$ cat src/hw/rtl/u8dec_pkg.sv
// Shared types and constants of the UTF-8 stream validating decoder.
package u8dec_pkg;

  // Byte classes found by the front end.
  typedef enum logic [2:0] {
    K_ASCII = 3'd0,
    K_LEAD2 = 3'd1,
    K_LEAD3 = 3'd2,
    K_LEAD4 = 3'd3,
    K_CONT  = 3'd4,
    K_BAD   = 3'd5
  } kind_e;

  // Result status codes.
  typedef enum logic [1:0] {
    ST_OK      = 2'd0,
    ST_INVALID = 2'd1,
    ST_TRUNC   = 2'd2
  } status_e;

  localparam logic [20:0] CpReplacement = 21'h00FFFD;
  localparam logic [7:0]  ByteEd        = 8'hED;
  localparam logic [7:0]  MaskSurr      = 8'hA0;

  // One classified byte as it travels from the front end to the back end.
  typedef struct packed {
    kind_e      kind;
    logic       is_ed;
    logic       a0_set;
    logic [6:0] payload;
    logic       eos;
  } cls_t;

  // One result item.
  typedef struct packed {
    logic [20:0] code_point;
    status_e     status;
    logic        string_valid;
    logic        string_done;
  } res_t;

endpackage

$ cat src/hw/rtl/u8dec_fifo.sv
// Small first-in first-out queue built from flip-flops.
module u8dec_fifo #(
  parameter type         T     = logic,
  parameter int unsigned Depth = 2
) (
  input  logic clk_i,
  input  logic rst_ni,
  input  logic wr_en_i,
  input  T     wr_data_i,
  output logic full_o,
  input  logic rd_en_i,
  output T     rd_data_o,
  output logic empty_o
);

  localparam int unsigned PtrW = (Depth > 1) ? $clog2(Depth) : 1;
  localparam int unsigned CntW = $clog2(Depth + 1);

  T              mem_q [Depth];
  logic [PtrW-1:0] wr_ptr_q, wr_ptr_d;
  logic [PtrW-1:0] rd_ptr_q, rd_ptr_d;
  logic [CntW-1:0] count_q, count_d;
  logic            wr, rd;

  assign full_o    = (count_q == CntW'(Depth));
  assign empty_o   = (count_q == '0);
  assign wr        = wr_en_i && !full_o;
  assign rd        = rd_en_i && !empty_o;
  assign rd_data_o = mem_q[rd_ptr_q];

  always_comb begin
    wr_ptr_d = wr_ptr_q;
    rd_ptr_d = rd_ptr_q;
    count_d  = count_q;
    if (wr) begin
      wr_ptr_d = (wr_ptr_q == PtrW'(Depth - 1)) ? '0 : wr_ptr_q + 1'b1;
    end
    if (rd) begin
      rd_ptr_d = (rd_ptr_q == PtrW'(Depth - 1)) ? '0 : rd_ptr_q + 1'b1;
    end
    if (wr && !rd) begin
      count_d = count_q + 1'b1;
    end else if (rd && !wr) begin
      count_d = count_q - 1'b1;
    end
  end

  always_ff @(posedge clk_i) begin
    if (wr) begin
      mem_q[wr_ptr_q] <= wr_data_i;
    end
  end

  always_ff @(posedge clk_i or negedge rst_ni) begin
    if (!rst_ni) begin
      wr_ptr_q <= '0;
      rd_ptr_q <= '0;
      count_q  <= '0;
    end else begin
      wr_ptr_q <= wr_ptr_d;
      rd_ptr_q <= rd_ptr_d;
      count_q  <= count_d;
    end
  end

endmodule

$ cat src/hw/rtl/u8dec_front.sv
// Front end: accepts raw bytes, classifies them and queues the classes.
module u8dec_front #(
  parameter int unsigned Depth = 2
) (
  input  logic            clk_i,
  input  logic            rst_ni,
  input  logic            push_i,
  input  logic [7:0]      byte_i,
  input  logic            eos_i,
  output logic            full_o,
  output u8dec_pkg::cls_t cls_o,
  output logic            cls_valid_o,
  input  logic            cls_ready_i
);

  u8dec_pkg::cls_t cls_in;
  logic            cls_empty;

  always_comb begin
    cls_in.eos     = eos_i;
    cls_in.is_ed   = (byte_i == u8dec_pkg::ByteEd);
    cls_in.a0_set  = ((byte_i & u8dec_pkg::MaskSurr) == u8dec_pkg::MaskSurr);
    cls_in.kind    = u8dec_pkg::K_BAD;
    cls_in.payload = '0;
    if (byte_i == 8'h00) begin
      // A NUL lead byte is rejected.
      cls_in.kind = u8dec_pkg::K_BAD;
    end else if (!byte_i[7]) begin
      cls_in.kind    = u8dec_pkg::K_ASCII;
      cls_in.payload = byte_i[6:0];
    end else if (byte_i[7:6] == 2'b10) begin
      cls_in.kind    = u8dec_pkg::K_CONT;
      cls_in.payload = {1'b0, byte_i[5:0]};
    end else if (byte_i[7:5] == 3'b110) begin
      cls_in.kind    = u8dec_pkg::K_LEAD2;
      cls_in.payload = {2'b00, byte_i[4:0]};
    end else if (byte_i[7:4] == 4'b1110) begin
      cls_in.kind    = u8dec_pkg::K_LEAD3;
      cls_in.payload = {3'b000, byte_i[3:0]};
    end else if (byte_i[7:3] == 5'b11110) begin
      cls_in.kind    = u8dec_pkg::K_LEAD4;
      cls_in.payload = {4'b0000, byte_i[2:0]};
    end
  end

  u8dec_fifo #(
    .T     (u8dec_pkg::cls_t),
    .Depth (Depth)
  ) u_cls_fifo (
    .clk_i     (clk_i),
    .rst_ni    (rst_ni),
    .wr_en_i   (push_i),
    .wr_data_i (cls_in),
    .full_o    (full_o),
    .rd_en_i   (cls_ready_i),
    .rd_data_o (cls_o),
    .empty_o   (cls_empty)
  );

  assign cls_valid_o = !cls_empty;

endmodule

$ cat src/hw/rtl/u8dec_back.sv
// Back end: sequence state, code point assembly and the result queue.
module u8dec_back #(
  parameter int unsigned Depth = 2
) (
  input  logic            clk_i,
  input  logic            rst_ni,
  input  u8dec_pkg::cls_t cls_i,
  input  logic            cls_valid_i,
  output logic            cls_ready_o,
  input  logic            pop_i,
  output u8dec_pkg::res_t res_o,
  output logic            empty_o
);

  logic [1:0]  pending_q, pending_d;
  logic [20:0] partial_q, partial_d;
  logic        guard_q, guard_d;
  logic        err_q, err_d;

  logic            res_full;
  logic            fire;
  logic            emit;
  logic            done;
  logic [20:0]     cp;
  u8dec_pkg::status_e status;
  logic            err_new;
  logic [20:0]     shifted;
  u8dec_pkg::res_t res_in;

  // The back end takes a class whenever the result queue has room, since
  // any byte may produce a result.
  assign fire        = cls_valid_i && !res_full;
  assign cls_ready_o = !res_full;
  assign shifted     = {partial_q[14:0], cls_i.payload[5:0]};

  always_comb begin
    pending_d = pending_q;
    partial_d = partial_q;
    guard_d   = guard_q;
    emit      = 1'b0;
    done      = cls_i.eos;
    cp        = u8dec_pkg::CpReplacement;
    status    = u8dec_pkg::ST_OK;
    if (pending_q != 2'd0) begin
      if (cls_i.kind != u8dec_pkg::K_CONT || (guard_q && cls_i.a0_set)) begin
        emit      = 1'b1;
        status    = u8dec_pkg::ST_INVALID;
        pending_d = 2'd0;
        partial_d = '0;
        guard_d   = 1'b0;
      end else if (pending_q == 2'd1) begin
        emit      = 1'b1;
        cp        = shifted;
        pending_d = 2'd0;
        partial_d = '0;
        guard_d   = 1'b0;
      end else begin
        partial_d = shifted;
        pending_d = pending_q - 2'd1;
        guard_d   = 1'b0;
      end
    end else begin
      unique case (cls_i.kind)
        u8dec_pkg::K_ASCII: begin
          emit = 1'b1;
          cp   = {14'd0, cls_i.payload};
        end
        u8dec_pkg::K_LEAD2: begin
          pending_d = 2'd1;
          partial_d = {14'd0, cls_i.payload};
        end
        u8dec_pkg::K_LEAD3: begin
          pending_d = 2'd2;
          partial_d = {14'd0, cls_i.payload};
          guard_d   = cls_i.is_ed;
        end
        u8dec_pkg::K_LEAD4: begin
          pending_d = 2'd3;
          partial_d = {14'd0, cls_i.payload};
        end
        default: begin
          emit   = 1'b1;
          status = u8dec_pkg::ST_INVALID;
        end
      endcase
    end
    // A sequence left open by the end-of-string byte is truncated.
    if (!emit && cls_i.eos) begin
      emit   = 1'b1;
      status = u8dec_pkg::ST_TRUNC;
      cp     = u8dec_pkg::CpReplacement;
    end
    err_new = err_q || (emit && status != u8dec_pkg::ST_OK);
    err_d   = err_new;
    if (emit && done) begin
      pending_d = 2'd0;
      partial_d = '0;
      guard_d   = 1'b0;
      err_d     = 1'b0;
    end
  end

  always_comb begin
    res_in.code_point   = cp;
    res_in.status       = status;
    res_in.string_valid = !err_new;
    res_in.string_done  = done;
  end

  always_ff @(posedge clk_i or negedge rst_ni) begin
    if (!rst_ni) begin
      pending_q <= 2'd0;
      partial_q <= '0;
      guard_q   <= 1'b0;
      err_q     <= 1'b0;
    end else if (fire) begin
      pending_q <= pending_d;
      partial_q <= partial_d;
      guard_q   <= guard_d;
      err_q     <= err_d;
    end
  end

  u8dec_fifo #(
    .T     (u8dec_pkg::res_t),
    .Depth (Depth)
  ) u_res_fifo (
    .clk_i     (clk_i),
    .rst_ni    (rst_ni),
    .wr_en_i   (fire && emit),
    .wr_data_i (res_in),
    .full_o    (res_full),
    .rd_en_i   (pop_i),
    .rd_data_o (res_o),
    .empty_o   (empty_o)
  );

endmodule

$ cat src/hw/rtl/utf8_stream_validating_decoder.sv
// Top level of the UTF-8 stream validating decoder.
//
//   Channel  | Direction | Handshake            | Payload
//   ---------+-----------+----------------------+------------------------------------
//   bytes    | in        | push / full          | byte_value_i, end_of_string_i
//   results  | out       | empty / pop          | code_point_o, status_o,
//            |           |                      | string_valid_o, string_done_o
//
// One byte is accepted per cycle while full is low. A byte that produces a
// result makes it visible after its transfer: the transfer writes its class
// into the class queue, and the back end then carries it through the decode state
// into the result queue once that queue has room.
// The rate of one byte per cycle is sustained while results are popped and is set
// by the decode step in the back end, which updates the sequence state once per class.
// The asynchronous active-low reset empties both queues and returns the
// decoder to the start of a string.
// When results are not popped, the result queue fills, the back end stops
// taking classes, and full rises once the class queue fills as well.
module utf8_stream_validating_decoder #(
  parameter int unsigned QueueDepth = 2
) (
  input  logic        clk_i,
  input  logic        rst_ni,
  input  logic        push,
  output logic        full,
  input  logic [7:0]  byte_value_i,
  input  logic        end_of_string_i,
  output logic        empty,
  input  logic        pop,
  output logic [20:0] code_point_o,
  output logic [1:0]  status_o,
  output logic        string_valid_o,
  output logic        string_done_o
);

  u8dec_pkg::cls_t cls;
  logic            cls_valid;
  logic            cls_ready;
  u8dec_pkg::res_t res;

  // Front end: classifies each byte as it is transferred in.
  u8dec_front #(
    .Depth (QueueDepth)
  ) u_front (
    .clk_i       (clk_i),
    .rst_ni      (rst_ni),
    .push_i      (push),
    .byte_i      (byte_value_i),
    .eos_i       (end_of_string_i),
    .full_o      (full),
    .cls_o       (cls),
    .cls_valid_o (cls_valid),
    .cls_ready_i (cls_ready)
  );

  // Back end: tracks the open sequence and the sticky error flag.
  u8dec_back #(
    .Depth (QueueDepth)
  ) u_back (
    .clk_i       (clk_i),
    .rst_ni      (rst_ni),
    .cls_i       (cls),
    .cls_valid_i (cls_valid),
    .cls_ready_o (cls_ready),
    .pop_i       (pop),
    .res_o       (res),
    .empty_o     (empty)
  );

  assign code_point_o   = res.code_point;
  assign status_o       = res.status;
  assign string_valid_o = res.string_valid;
  assign string_done_o  = res.string_done;

endmodule

$ cat config.mk
export PLATFORM = sky130hd
export DESIGN_NAME = utf8_stream_validating_decoder
export DESIGN_NICKNAME = d
export VERILOG_FILES = /design/src/hw/rtl/u8dec_pkg.sv /design/src/hw/rtl/u8dec_fifo.sv /design/src/hw/rtl/u8dec_front.sv /design/src/hw/rtl/u8dec_back.sv /design/src/hw/rtl/utf8_stream_validating_decoder.sv
export SDC_FILE = /design/constraint.sdc
export NUM_CORES = 1
export LEC_CHECK = 0
export BUFFER_PORTS_ARGS = -buffer_cell sky130_fd_sc_hd__buf_2
export CAP_MARGIN = 20
export CELL_PAD_IN_SITES_DETAIL_PLACEMENT = 0
export CELL_PAD_IN_SITES_GLOBAL_PLACEMENT = 2
export CORE_ASPECT_RATIO = 0.8
export CORE_MARGIN = 5
export CORE_UTILIZATION = 40
export CTS_BUF_LIST = sky130_fd_sc_hd__clkbuf_8
export DETAILED_ROUTE_END_ITERATION = 7
export PLACE_DENSITY = 0.79
export SLEW_MARGIN = 5
export SYNTH_ARGS = -nofsm -noshare
export SYNTH_HDL_FRONTEND = slang
export SYNTH_SLANG_ARGS = --single-unit
$ cat constraint.sdc
create_clock -name clk_i -period 2.8 [get_ports clk_i]
set_clock_uncertainty 0.05 [all_clocks]
set_input_delay 0.28 -clock clk_i [delete_from_list [all_inputs] [get_ports clk_i]]
set_output_delay 0.28 -clock clk_i [all_outputs]
set_load 0.02 [all_outputs]
==> results.tsv <==
stage	metric	value	unit
outcome	outcome	finished, final reports clean	
worst_setup_path	cpLargestDelayFamily	simple AND/OR/NAND/NOR gates	
synthesis	synth-compound-area-share	0.101	
worst_setup_path	crit_path_start	u_front.u_cls_fifo.rd_ptr_q	
global_routing	antenna_found_initial	0	
global_routing	track_usage	0.122	
synthesis	yosysWarnings	0	
worst_setup_path	worst_path_max_delay_cell	dfrtp_1	
synthesis	synth.area.mux_share	0.0947	
worst_setup_path	timing.rr.end	u_back.u_res_fifo.count_q[1]	
sta	final-setup-viol-count	0	
worst_setup_path	reg2reg_slack	0.30	ns
synthesis	synth-edff-count	76	
global_routing	grt_max_degree	28	
finish	final_layout_size_suffix_gt1_frac	0.298	
cts	clockBufferDepth	2	
finish	nNetsFinal	368	
sta	hold_viol	0	
synthesis	syn_area	4360	sq um
sta	setup_ws	0.303	ns
hold_path	min_to	u_front.u_cls_fifo.mem_q[0][0]	
power	vdd_drop_max	577	uV
die	row_count	34	
power	p_leak	1.83	nW
drt	drtIter0Drc	142	
drt	drc	0	
sta	finalMaxSlewViolations	0	
cts	clock-root-buffer	clkbuf_8	
die	die_w	127	um
power	powerDensity	1170	nW/um^2
drt	wl_per_cell	15.2	um
die	io-pin-count	40	
synthesis	synthArstFlopShare	0.262	
worst_setup_path	r2r_cells	9	
worst_setup_path	worstPathRequired	3.04	ns
drt	finalWirelength	7620	um
die	die-area	13100	sq um
drt	ant_nets	0	
worst_setup_path	worst-path-stages	9	
sta	fmax	400	MHz
sta	worst_slew_pin_slew	0.750	ns
synthesis	ys_seq_elements	103	
placement	portBuffers	39	
placement	place_ws	0.309	ns
synthesis	synth_simple_gate_area_frac	0.0669	
worst_setup_path	path_class	register to register	
synthesis	synthFlopType	edfxtp_1	
drt	viasPerCell	4.94	
synthesis	synthAdderAreaFrac	0.0115	
cts	path_clk_slew	0.10	ns
synthesis	synth.avg_cell_area	14.7	sq um
sta	rsz0062_at_grt	false	
placement	gp_congestion	0.776	
hold_path	hold_depth	1	
global_routing	grt_pass1_vias	2464	
placement	dp_hpwl	5450	um
die	core_area	10800	sq um
job	cap_violations	0	
finish	fill_cells	980	
synthesis	ys_types	42	
hold_path	min_from	end_of_string_i	
synthesis	seq_area_frac_synth	0.679	
cts	cts_max_level	3	
cts	clock_sinks	103	
worst_setup_path	cp_cell_sequence	nor3_1, a32oi_1, or2_1, o31ai_1, inv_1, ha_1, xor2_1, nor2_1, xnor2_1	
synthesis	synth_top_family_by_area	compound AO/OA/AOI/OAI gates	
synthesis	postSynthCellCount	297	
worst_setup_path	cp_data_arrival_time	2.74	ns
finish	area_growth	15.2	%
sta	period_share	0.892	
drt	vias	2470	
global_routing	gr-total-overflow	0	
cts	postCtsResizedCells	0	
sta	slew_headroom	0.500	
synthesis	synthesis.nets	314	
worst_setup_path	start_kind	register	
synthesis	synth-xor-area-share	0.0201	
sta	fin_crit	2.50	ns
worst_setup_path	crit_buf_inv	1	
die	die_y	103	um
finish	diodes	0	
cts	clk_latency	0.37	ns
drt	first_pass_iters	4	
worst_setup_path	cpPeakStageDelay	0.56	ns
die	initial_utilization	0.405	
sta	setup-tns-final	0	ns
worst_setup_path	endpoint_kind	register	
worst_setup_path	path_max_fanout	12	
cts	cts_buffers	9	
hold_path	hp-class	primary input to register	
worst_setup_path	worst_r2r_startpoint	u_front.u_cls_fifo.rd_ptr_q	
global_routing	grt_pass1_wl	12400	um
cts	cts_tree	yes	
## registers in the layout, summed over array words and instances, names as in the netlist, 2 cells and up
register / flops
u_back.u_res_fifo.mem_q: 50
u_front.u_cls_fifo.mem_q: 26
u_back.partial_q: 15
u_back.pending_q: 2
u_back.u_res_fifo.count_q: 2
u_front.u_cls_fifo.count_q: 2
## area by class of cell
type / count / area (sq um) / area share
clock buffer: 9 / 124 / 0.0247
clock inverter: 7 / 97.6 / 0.0194
inverter: 20 / 75.1 / 0.0150
multi-input combinational: 164 / 1280 / 0.256
sequential: 103 / 2960 / 0.589
tap: 144 / 180 / 0.0359
timing repair buffer: 53 / 303 / 0.0603
## cells by family after synthesis
family,after synthesis
adders and majority gates,4
buffers and inverters,30
muxes,36
DFF,103
and+or+nand+nor,54
xor gates and xnor gates,10
AOI/OAI and AO/OA,60
## where the power goes
group	total [mW]	leakage, nW	switching, mW	internal (mW)
sequential	2.53	1.01	0.230	2.30
combinational	2.34	0.707	1.42	0.923
clock	0.981	0.111	0.541	0.441
## cell usage after synthesis (2+ instances only)
| cell | n | area [sq um] |
|---|---|---|
| a211o_1 | 5 | 43.8 |
| a21boi_0 | 2 | 15.0 |
| a21oi_1 | 7 | 35.0 |
| a22o_1 | 15 | 131 |
| a31oi_1 | 3 | 18.8 |
| and2_1 | 6 | 37.5 |
| and3_1 | 6 | 37.5 |
| clkbuf_1 | 8 | 30.0 |
| dfrtp_1 | 27 | 676 |
| edfxtp_1 | 76 | 2280 |
| ha_1 | 4 | 50.1 |
| inv_1 | 19 | 71.3 |
| mux2_2 | 32 | 360 |
| mux2i_1 | 3 | 30.0 |
| nand2_1 | 12 | 45.0 |
| nand2b_1 | 2 | 12.5 |
| nor2_1 | 12 | 45.0 |
| nor2b_1 | 5 | 31.3 |
| nor3_1 | 4 | 20.0 |
| nor4_1 | 2 | 12.5 |
| o21ai_0 | 16 | 80.1 |
| o21ai_1 | 2 | 10.0 |
| or4_1 | 2 | 15.0 |
| xnor2_1 | 7 | 61.3 |
| xor2_1 | 3 | 26.3 |
## how the worst max path moves through the flow
stage	to	slack, ns
floorplan	u_back.u_res_fifo.mem_q[0][0]	0.05
global placement	u_back.u_res_fifo.count_q[1]	0.41
detailed placement	u_back.u_res_fifo.count_q[1]	0.31
CTS	u_back.u_res_fifo.count_q[1]	0.29
global route	u_back.u_res_fifo.count_q[1]	0.01
finish	u_back.u_res_fifo.count_q[1]	0.30
## what timing repair did
action,4_1_cts,5_1_grt
hold buffers,1,0
hold endpoints to repair,27,0
setup buffers,0,0
## metal layers
layer  vias to the layer above  routed length (um)  GRT usage  part of all wire
met2                        50                3430      0.195              0.45
met4                         0                  87     0.0396             0.011
met1                      1186                3750      0.161              0.49
met3                         8                 346     0.0380             0.045
met5                         -                   0          0                 0
li1                       1226                   -          -                 -
## per-stage QoR
step / cell area, sq um / instances / power, mW / hold slack [ns] / util
floorplan: 4360 / 297 / 4.18 / -0.0656 / -
global placement: 4790 / 483 / 4.92 / 0.273 / 0.445
detailed placement: 4790 / 483 / 4.96 / 0.274 / 0.445
CTS: 5020 / 500 / 5.94 / 0.0282 / 0.467
global route: 5020 / 500 / 6.24 / 0.0268 / 0.467
finish: 5020 / 500 / 5.86 / 0.0578 / 0.467
## cells in the final DEF, fill, tap and decap left out, types with 2 or more instances in the layout
| cell type | instances |
|---|---|
| edfxtp_1 | 76 |
| buf_2 | 39 |
| mux2_2 | 32 |
| dfrtp_1 | 27 |
| inv_1 | 19 |
| o21ai_0 | 16 |
| a22o_1 | 15 |
| buf_4 | 13 |
| nand2_1 | 12 |
| nor2_1 | 11 |
| clkbuf_8 | 9 |
| a21oi_1 | 7 |
| xnor2_1 | 7 |
| and2_1 | 6 |
| and3_1 | 6 |
| nor2b_1 | 5 |
| a211o_1 | 5 |
| nor3_1 | 4 |
| ha_1 | 4 |
| inv_6 | 4 |
| a31oi_1 | 3 |
| mux2i_1 | 3 |
| xor2_1 | 3 |
| nor4_1 | 2 |
| nand2b_1 | 2 |
| a21boi_0 | 2 |
| or4_1 | 2 |
| o21ai_1 | 2 |
| clkinv_8 | 2 |
Power figures use the tool's default switching activity.
